===== src/design/dssa_pkg.sv =====
`default_nettype none

package dssa_pkg;

    localparam int unsigned WORD_W   = 32;
    localparam int unsigned CMD_W    = 2;
    localparam int unsigned STATUS_W = 2;

    typedef logic [CMD_W-1:0]    cmd_t;
    typedef logic [STATUS_W-1:0] status_t;
    typedef logic [WORD_W-1:0]   word_t;

    localparam cmd_t CMD_PUSH = 2'd0;
    localparam cmd_t CMD_POP  = 2'd1;
    localparam cmd_t CMD_PEEK = 2'd2;
    localparam cmd_t CMD_DUMP = 2'd3;

    localparam status_t ST_OK    = 2'd0;
    localparam status_t ST_OVER  = 2'd1;
    localparam status_t ST_UNDER = 2'd2;

endpackage

`default_nettype wire


===== src/design/dual_stack_shared_array_unit.sv =====
// Two LIFO stacks in one store of DEPTH words: stack 0 grows up from entry 0,
// stack 1 grows down from entry DEPTH-1.
// Command beats arrive on the s_axis channel: tuser carries cmd (push, pop,
// peek, dump) and stack_sel, tdata the word to push. Results leave on the
// m_axis channel: tdata is the word read, tuser the status (ok, overflow,
// underflow), tlast marks the final result of a command.
// One command is worked at a time; s_axis_tready is high only while idle.
// Each step goes through one shared address unit and the single store port.
// Push, or any command that underflows: from EXEC the result goes to OUT.
// Pop and peek: EXEC, then RD (registered store read), then the result in OUT.
// Dump of n entries: n results, each through EXEC, RD and OUT; once a result
// that is not the last is taken, the next entry starts again at EXEC. Idle
// again in the cycle after the final result beat is taken.
// When the receiver stalls, the result holds on m_axis and nothing else moves.
// Reset empties both stacks; the store itself is not cleared, and only entries
// written by a push are ever read.
`default_nettype none

module dual_stack_shared_array_unit #(
    parameter int unsigned DEPTH = 16
) (
    input  wire logic        aclk,
    input  wire logic        aresetn,
    input  wire logic        s_axis_tvalid,
    output logic             s_axis_tready,
    input  wire logic [31:0] s_axis_tdata,   // push_value
    input  wire logic [2:0]  s_axis_tuser,   // cmd[1:0], stack_sel[2]
    output logic             m_axis_tvalid,
    input  wire logic        m_axis_tready,
    output logic [31:0]      m_axis_tdata,   // read_value
    output logic [1:0]       m_axis_tuser,   // status[1:0]
    output logic             m_axis_tlast    // last
);

    localparam int unsigned CW = $clog2(DEPTH + 1);
    localparam int unsigned AW = $clog2(DEPTH);

    localparam logic [1:0] S_IDLE = 2'd0;
    localparam logic [1:0] S_EXEC = 2'd1;
    localparam logic [1:0] S_RD   = 2'd2;
    localparam logic [1:0] S_OUT  = 2'd3;

    logic [1:0]       state_reg, state_next;
    dssa_pkg::cmd_t   cmd_reg, cmd_next;
    logic             sel_reg, sel_next;
    dssa_pkg::word_t  val_reg, val_next;
    logic [CW-1:0]    pos_reg, pos_next;
    logic [CW-1:0]    low_reg, low_next;
    logic [CW-1:0]    high_reg, high_next;
    dssa_pkg::word_t  data_reg, data_next;
    dssa_pkg::status_t status_reg, status_next;
    logic             last_reg, last_next;

    dssa_pkg::word_t  mem [DEPTH];
    dssa_pkg::word_t  rdata_reg;
    logic             mem_we;
    logic [CW-1:0]    offset;
    logic [AW-1:0]    addr;
    logic [CW:0]      fill;
    logic             full;

    // shared address unit
    assign offset = (cmd_reg == dssa_pkg::CMD_PUSH) ? pos_reg : pos_reg - CW'(1);
    assign addr   = sel_reg ? (AW'(DEPTH - 1) - offset[AW-1:0]) : offset[AW-1:0];
    assign fill   = {1'b0, low_reg} + {1'b0, high_reg};
    assign full   = fill >= (CW+1)'(DEPTH);

    assign s_axis_tready = (state_reg == S_IDLE);
    assign m_axis_tvalid = (state_reg == S_OUT);
    assign m_axis_tdata  = data_reg;
    assign m_axis_tuser  = status_reg;
    assign m_axis_tlast  = last_reg;

    always_comb begin
        state_next  = state_reg;
        cmd_next    = cmd_reg;
        sel_next    = sel_reg;
        val_next    = val_reg;
        pos_next    = pos_reg;
        low_next    = low_reg;
        high_next   = high_reg;
        data_next   = data_reg;
        status_next = status_reg;
        last_next   = last_reg;
        mem_we      = 1'b0;
        unique case (state_reg)
            S_IDLE: begin
                if (s_axis_tvalid) begin
                    cmd_next   = s_axis_tuser[1:0];
                    sel_next   = s_axis_tuser[2];
                    val_next   = s_axis_tdata;
                    pos_next   = s_axis_tuser[2] ? high_reg : low_reg;
                    state_next = S_EXEC;
                end
            end
            S_EXEC: begin
                if (cmd_reg == dssa_pkg::CMD_PUSH) begin
                    data_next   = '0;
                    last_next   = 1'b1;
                    state_next  = S_OUT;
                    if (full) begin
                        status_next = dssa_pkg::ST_OVER;
                    end else begin
                        status_next = dssa_pkg::ST_OK;
                        mem_we      = 1'b1;
                        if (sel_reg) begin
                            high_next = high_reg + CW'(1);
                        end else begin
                            low_next = low_reg + CW'(1);
                        end
                    end
                end else if (pos_reg == '0) begin
                    data_next   = '1;
                    status_next = dssa_pkg::ST_UNDER;
                    last_next   = 1'b1;
                    state_next  = S_OUT;
                end else begin
                    state_next = S_RD;
                end
            end
            S_RD: begin
                data_next   = rdata_reg;
                status_next = dssa_pkg::ST_OK;
                last_next   = (cmd_reg != dssa_pkg::CMD_DUMP) || (pos_reg == CW'(1));
                if (cmd_reg == dssa_pkg::CMD_POP) begin
                    if (sel_reg) begin
                        high_next = pos_reg - CW'(1);
                    end else begin
                        low_next = pos_reg - CW'(1);
                    end
                end
                state_next = S_OUT;
            end
            S_OUT: begin
                if (m_axis_tready) begin
                    if ((cmd_reg == dssa_pkg::CMD_DUMP) && !last_reg) begin
                        pos_next   = pos_reg - CW'(1);
                        state_next = S_EXEC;
                    end else begin
                        state_next = S_IDLE;
                    end
                end
            end
        endcase
    end

    always_ff @(posedge aclk) begin
        if (!aresetn) begin
            state_reg <= S_IDLE;
            low_reg   <= '0;
            high_reg  <= '0;
        end else begin
            state_reg <= state_next;
            low_reg   <= low_next;
            high_reg  <= high_next;
        end
        cmd_reg    <= cmd_next;
        sel_reg    <= sel_next;
        val_reg    <= val_next;
        pos_reg    <= pos_next;
        data_reg   <= data_next;
        status_reg <= status_next;
        last_reg   <= last_next;
    end

    always_ff @(posedge aclk) begin
        if (mem_we) begin
            mem[addr] <= val_reg;
        end
        rdata_reg <= mem[addr];
    end

    a_fill_bound: assert property (@(posedge aclk) disable iff (!aresetn)
        ({1'b0, low_reg} + {1'b0, high_reg}) <= (CW+1)'(DEPTH))
        else $error("stack counts exceed store depth");

    a_one_at_a_time: assert property (@(posedge aclk) disable iff (!aresetn)
        s_axis_tready |-> !m_axis_tvalid)
        else $error("command accepted while a result is pending");

    a_underflow_word: assert property (@(posedge aclk) disable iff (!aresetn)
        (m_axis_tvalid && (m_axis_tuser == dssa_pkg::ST_UNDER))
            |-> ((m_axis_tdata == '1) && m_axis_tlast))
        else $error("underflow result not all ones or not last");

    a_overflow_when_full: assert property (@(posedge aclk) disable iff (!aresetn)
        ((state_reg == S_EXEC) && (cmd_reg == dssa_pkg::CMD_PUSH) && full)
            |=> (m_axis_tvalid && (m_axis_tuser == dssa_pkg::ST_OVER)))
        else $error("push to full store did not report overflow");

endmodule

`default_nettype wire


===== config.mk =====
export PLATFORM = sky130hd
export DESIGN_NAME = dual_stack_shared_array_unit
export DESIGN_NICKNAME = d
export VERILOG_FILES = /design/src/design/dssa_pkg.sv /design/src/design/dual_stack_shared_array_unit.sv
export SDC_FILE = /design/constraint.sdc
export NUM_CORES = 1
export LEC_CHECK = 0
export ABC_AREA = 1
export ABC_CLOCK_PERIOD_IN_PS = 4000
export BUFFER_PORTS_ARGS = -buffer_cell sky130_fd_sc_hd__buf_2
export CAP_MARGIN = 0
export CORE_MARGIN = 2
export CORE_UTILIZATION = 50
export DETAILED_ROUTE_END_ITERATION = 6
export GPL_TIMING_DRIVEN = 0
export PLACE_DENSITY = 0.65
export SYNTH_ARGS = -nofsm -noshare
export SYNTH_HDL_FRONTEND = slang
export SYNTH_SLANG_ARGS = --single-unit

===== constraint.sdc =====
create_clock -name aclk -period 4 [get_ports aclk]
set_clock_uncertainty 0.05 [all_clocks]
set_input_delay 0 -clock aclk [delete_from_list [all_inputs] [get_ports aclk]]
set_output_delay 0 -clock aclk [all_outputs]
set_load 0.03 [all_outputs]

==> results of run 1 <==
==> cell families (layout without fill, tap and decap cells) <==
| family | count (synthesis) | count (layout) |
|---|---|---|
| AND/OR/NAND/NOR | 1632 | 1632 |
| flip-flops | 631 | 631 |
| buffers and inverters | 171 | 442 |
| AO/OA/AOI/OAI | 44 | 44 |
| adder cells (fa/ha/maj) | 13 | 13 |
| XOR/XNOR | 3 | 3 |
| other | 0 | 1 |
==> how the worst max path moves through the flow <==
stage | slack (ns) | end | startpoint | cells after the start
final | 0.14 | mem[1][7] | pos_reg[0] | 12
after global routing | 0.01 | mem[1][8] | pos_reg[0] | 12
after global placement | -2.26 | m_axis_tdata[13] | state_reg[0] | 4
after floorplan | 0.20 | m_axis_tdata[0] | state_reg[0] | 4
after CTS | 0.003 | mem[10][28] | pos_reg[0] | 12
after detailed placement | -0.33 | mem[12][14] | pos_reg[0] | 13
==> power groups by stage <==
stage / logic (W) / registers (W) / clock network (W)
after floorplan: 0.00617 / 0.00892 / 0
after global placement: 0.00951 / 0.00884 / 0
after detailed placement: 0.00980 / 0.00883 / 0
after CTS: 0.00992 / 0.00869 / 0.00630
final: 0.00999 / 0.00869 / 0.00623
after global routing: 0.0111 / 0.00877 / 0.00657
==> worst reg2reg max path, stage by stage, from the launching register on <==
cell and delay, ns:
edfxtp_1 0.51, inv_2 0.16, ha_1 0.22, nand2_1 0.08, nand2_1 0.09, nand2_1 0.05, o21ai_1 0.22, xor2_2 0.47
buf_2 0.45, buf_4 0.29, nand2_1 0.28, nor2_4 0.40, buf_12 0.25
==> metal layers <==
metal	up-vias	routed length, µm	track usage, %
met2	694	32100	41.9
met5	-	0	0
met3	134	4830	4.41
met1	8597	27900	33.3
met4	0	2280	9.57
li1	8659	-	-
==> through the flow <==
stage	instance area, µm²	utilization, %	TNS (ns)
after global routing	30800	59.7	0
after detailed placement	27900	54.2	-50.43
final	30800	59.7	0
after floorplan	26100	-	0
after global placement	27400	53.1	-1027.01
after CTS	30700	59.6	0
==> cells in the final DEF (no fill, tap or decap), types with 2 or more instances in the layout <==
cell	Yosys	layout
a211oi_1	4	4
a21oi_1	16	16
buf_1	2	2
buf_12	0	22
buf_16	0	5
buf_2	71	146
buf_4	25	35
bufinv_16	0	6
clkbuf_1	28	44
clkbuf_16	0	70
clkbuf_8	0	9
clkinv_1	1	10
clkinv_2	0	8
dfxtp_1	44	44
dlygate4sd3_1	0	39
edfxtp_1	587	587
ha_1	13	13
inv_1	37	36
inv_2	6	7
nand2_1	1436	1436
nand2_2	2	2
nand3_1	154	154
nand3_2	2	2
nand4_1	5	5
nor2_1	30	14
nor2_4	1	17
o21ai_0	18	17
o21ai_1	2	2
xor2_2	1	3
==> what timing repair did <==
| action | in CTS | in global routing |
|---|---|---|
| pin swaps | 8 | 6 |
| hold buffers | 39 | 0 |
| gates resized for setup | 2 | 0 |
| endpoints found under the hold margin | 60 | 0 |
| setup endpoints to repair | 370 | 144 |
| setup buffers | 10 | 9 |
==> area by class of cell <==
type | count | share of cell area (%)
sequential | 631 | 60.1
multi-input combinational | 1692 | 22.6
clock buffer | 95 | 6.29
timing repair buffer | 151 | 4.61
tap | 680 | 2.77
buffer | 127 | 2.17
clock inverter | 25 | 0.903
inverter | 44 | 0.537
antenna | 1 | 0.00813
==> out/qor.txt, run 1 <==
RSZ-0062 raised after global routing -> no
area grow syn2layout -> 17.7%
Post-Synth XOR/XNOR Area -> 0.129%
total number of vias -> 18100
minimum clock period after layout -> 3.86 ns
GRT Total Usage -> 25.3%
register name with the most flops -> mem
vias in the first global route -> 17400
Max Cap Violations -> 0
share of layout cells above drive strength 1 -> 12.2%
Net Sw Frac -> 41.1%
final setup violation count -> 0
starting density of the core -> 50.7%
Internal Dissipation -> 0.0147 W
fmax -> 259 MHz
final worst slack -> 0.141 ns
Pleak -> 12.8 nW
PortBufs -> 75
Final Hold Fails -> 0
Area contributors post-synth -> edfxtp_1 (67%), nand2_1 (21%), dfxtp_1 (3.4%)
main combinational cell family by area after synthesis -> simple AND/OR/NAND/NOR gates
GPL Wtd Cong -> 0.864
kind of critical path -> reg -> reg
post-route ant nets -> 0
post-synthesis adder-cell area fraction -> 0.622%
WHS Path Cells -> 2
fillcell total -> 4165
CORE AREA -> 51500 µm²
Mapped Area -> 26100 µm²
Die Ht -> 233 µm
Root Driver -> clkbuf_16
main flop type after synthesis -> edfxtp_1
drt drc -> 0
CTS H-tree lvls -> 3
CTS tree -> done
nets@finish -> 2765
drt pass-1 iters -> 5
Worst R2R Start -> pos_reg[0]
top-count cell post-synth -> nand2_1
cell count after placement -> 3267
initial antenna violation count -> 1
Synth top area share -> 67.4%
via/cell ratio -> 5.25
FF+latch area -> 18500 µm²
Crit. End Element -> register
#FFs+latches synth -> 631
Non-Filler Instances -> 3446
CP top delay family -> buffers and inverters
worst path cell trace -> inv_2 -> ha_1 -> nand2_1 -> nand2_1 -> nand2_1 -> o21ai_1 -> xor2_2 -> buf_2 -> buf_4 -> nand2_1 -> nor2_4 -> buf_12
Max Root-Sink Buffers -> 3
Max FO, Critical Path -> 24
Pwr per Cell Area -> 810 nW/µm²
critical path's slowest cell -> edfxtp_1
Mapped Cells -> 2494
Post-Route WL -> 67100 µm
worst slew pin tran -> 0.874 ns
Startpoint Class -> register
Reg2Reg Depth -> 12
total CTS buffers -> 66
mux share of post-synthesis cell area -> 0%
WL/cell -> 19.5 µm
Combinational Power Share -> 40.1%
crit path buf inv count -> 4
clk slew on worst S/H paths -> 0.06 ns
sequential share of power -> 34.9%
Post-synth ARST share -> 0%
worst endpoint data arrival time -> 4.10 ns
dpl hpwl -> 44000 µm
Worst EP required -> 4.24 ns
outcome -> complete, no violations
Tcrit/Tclk final -> 96.5%
flop2flop setup slack -> 0.14 ns
max reg flops -> 512
RR Endpoint -> mem[1][7]
gr ovfl total -> 0
Pins Over Slew Limit -> 0
Min-Delay Path Class -> in -> reg
Synth Area in Compound Gates -> 0.924%
syn_area_per_cell -> 10.5 µm²
hold_sp -> s_axis_tdata[17]
# rows -> 83
switching pwr -> 0.0102 W
Die X -> 233 µm
post-synth top area cell -> edfxtp_1
first-pass GRT wire length -> 101000 µm
dpl ws -> -0.329 ns
worst-skew pair later-pin latency -> 0.60 ns
worst hold slack -> 0.0546 ns
worst vdd ir -> 476 µV
Yosys cell types -> 30
# clock sinks -> 631
CP most frequent cell -> nand2_1
largest net degree at the start of global routing -> 25
Simple-Gate Fraction of Synth Area -> 24.3%
Tot Pwr -> 0.0249 W
clock share of power -> 25.0%
initial DRC count -> 1710
share of the yosys chip area belonging to registers -> 70.8%
Syn Nets -> 2546
Multi-input gate area -> 6940 µm²
Max-Slew Margin vs Limit -> 41.8%
WHS Endpoint -> val_reg[17]
top-level I/O count -> 76
CP max stage delay -> 0.51 ns
number of flops mapped to enable cells by yosys -> 587
DIE AREA -> 54100 µm²
synth cell count leaders -> nand2_1 (1436), edfxtp_1 (587), nand3_1 (154)
warnings from Yosys -> 0
Power figures use the tool's default switching activity.
==> run 2: changes to the inputs <==
--- a/config.mk
+++ b/config.mk
@@ -13,4 +13,5 @@
 export CORE_UTILIZATION = 50
+export CTS_BUF_LIST = sky130_fd_sc_hd__clkbuf_4 sky130_fd_sc_hd__clkbuf_8
 export DETAILED_ROUTE_END_ITERATION = 6
-export GPL_TIMING_DRIVEN = 0
+export GPL_TIMING_DRIVEN = 1
 export PLACE_DENSITY = 0.65
==> constraint.sdc (replaced) <==
create_clock -name aclk -period 4 [get_ports aclk]
set_clock_uncertainty 0.05 [all_clocks]
set_input_delay 1.2 -clock aclk [delete_from_list [all_inputs] [get_ports aclk]]
set_output_delay 1.2 -clock aclk [all_outputs]
set_load 0.03 [all_outputs]
==> run 2 against run 1 <==
Against the previous run: routed wire length is 5.9% lower; combinational power is 10% lower; via count is 1.4% lower; setup slack better by 0.35 ns; register-to-register slack better by 0.35 ns; clock power is 6.7% lower; die area stayed put; fmax is 10% higher; largest power group unchanged; highest routed layer unchanged.
==> out/qor.txt, run 2 (same netlist as run 1, synthesis figures left out) <==
outcome -> complete, no violations
gr ovfl total -> 0
vias in the first global route -> 17400
WL/cell -> 18.8 µm
worst vdd ir -> 822 µV
worst endpoint data arrival time -> 3.83 ns
Worst EP required -> 4.33 ns
fmax -> 285 MHz
Max-Slew Margin vs Limit -> 18.5%
Fin Setup TNS -> 0 ns
CTS H-tree lvls -> 3
top-level I/O count -> 76
GPL Wtd Cong -> 0.872
drt drc -> 0
Pleak -> 12.3 nW
kind of critical path -> reg -> reg
starting density of the core -> 50.7%
Die Ht -> 233 µm
largest net degree at the start of global routing -> 203
worst hold slack -> 0.441 ns
dpl ws -> 0.470 ns
final setup violation count -> 0
Max Root-Sink Buffers -> 3
clk slew on worst S/H paths -> 0.06 ns
Setup Buffers After CTS -> 0
area grow syn2layout -> 13.2%
initial antenna violation count -> 2
max reg flops -> 512
# rows -> 83
DIE AREA -> 54100 µm²
Max Cap Violations -> 0
Final Hold Fails -> 0
Post-Route WL -> 63100 µm
total CTS buffers -> 103
first-pass GRT wire length -> 97300 µm
GRT Total Usage -> 23.7%
CORE AREA -> 51500 µm²
share of layout cells above drive strength 1 -> 12.8%
switching pwr -> 0.00962 W
sequential share of power -> 37.0%
initial DRC count -> 1656
hold buffer count at cts -> 0
Crit. End Element -> register
total number of vias -> 17800
Root Driver -> clkbuf_8
nets@finish -> 2648
Non-Filler Instances -> 3363
minimum clock period after layout -> 3.50 ns
worst slew pin tran -> 1.22 ns
Max FO, Critical Path -> 58
Internal Dissipation -> 0.0139 W
critical path's slowest cell -> nor2_4
Pins Over Slew Limit -> 0
RSZ-0062 raised after global routing -> no
Tcrit/Tclk final -> 87.6%
worst path cell trace -> inv_2 -> nand2_1 -> nand3_4 -> nand2_8 -> inv_4 -> nand3_1 -> nor2_4 -> buf_12
clock share of power -> 24.8%
final worst slack -> 0.496 ns
most frequent cells in the layout -> nand2_1 (1434), edfxtp_1 (587), nand3_1 (154)
post-route cell area -> 29600 µm²
Die X -> 233 µm
post-CTS sizing -> 0
Pwr per Cell Area -> 793 nW/µm²
PortBufs -> 75
Startpoint Class -> register
Combinational Power Share -> 38.3%
Net Sw Frac -> 41.0%
worst-skew pair later-pin latency -> 0.69 ns
# clock sinks -> 631
CTS tree -> done
register name with the most flops -> mem
post-route ant nets -> 0
flop2flop setup slack -> 0.50 ns
dpl cell area -> 27400 µm²
Min-Delay Path Class -> reg -> reg
drt pass-1 iters -> 5
dpl hpwl -> 34900 µm
via/cell ratio -> 5.30
most common cell after layout, fill and taps aside -> nand2_1
CP top delay family -> simple AND/OR/NAND/NOR gates
crit path buf inv count -> 3
cell count after placement -> 3171
CP max stage delay -> 0.54 ns
run 2: cell count changes in the layout (fill, tap and decap cells not counted), moves of 3 or more:
cell | before | now
clkbuf_8 | 9 | 111
buf_2 | 146 | 75
clkbuf_16 | 70 | 0
clkbuf_4 | 0 | 51
clkbuf_1 | 44 | 0
dlygate4sd3_1 | 39 | 0
buf_12 | 22 | 10
buf_16 | 5 | 0
buf_4 | 35 | 39
inv_6 | 0 | 4
clkinvlp_4 | 1 | 4
xor2_2 | 3 | 0
xor2_4 | 0 | 3
run 2: power groups by stage:
| stage | Combinational [W] | Sequential [W] | Clock [W] |
|---|---|---|---|
| after floorplan | 0.00617 | 0.00892 | 0 |
| after detailed placement | 0.00896 | 0.00881 | 0 |
| after CTS | 0.00900 | 0.00868 | 0.00592 |
| final | 0.00898 | 0.00868 | 0.00581 |
| after global placement | 0.00881 | 0.00879 | 0 |
| after global routing | 0.0101 | 0.00876 | 0.00619 |
run 2: worst min-delay path, stage by stage (launching register included):
cell and delay (ns):
dfxtp_1 0.32, nand2_1 0.07, a21oi_1 0.05
run 2: final timing paths:
path | to | cells after the start | startpoint
worst max-delay path | mem[9][3] | 8 | sel_reg
worst min-delay path | high_reg[4] | 2 | high_reg[4]
worst max register to register | mem[9][3] | 8 | sel_reg
worst min register to register | high_reg[4] | 2 | high_reg[4]
run 2: per-stage QoR:
| stage | utilization [%] | power (W) |
|---|---|---|
| 2_1_floorplan | - | 0.0151 |
| 3_3_place_gp | 53.2 | 0.0176 |
| 3_5_place_dp | 53.2 | 0.0178 |
| 4_1_cts | 57.4 | 0.0236 |
| 5_1_grt | 57.4 | 0.0250 |
| 6_report | 57.4 | 0.0235 |
run 2: layer usage:
layer  wire length [µm]  vias up  track usage, %
li1                   -     8445               -
met1              26300     8519            31.1
met5                  0        -               0
met4               2330        0            11.2
met2              29800      718            38.7
met3               4690      142            3.92
run 2: cell type report:
cell class | count | area (µm²)
Timing Repair Buffer | 124 | 868
Fill cell | 4266 | 21900
Tap cell | 680 | 851
Multi-Input combinational cell | 1692 | 7020
Sequential cell | 631 | 18500
Inverter | 44 | 168
Clock buffer | 162 | 1910
Clock inverter | 29 | 259
Antenna cell | 1 | 2.50
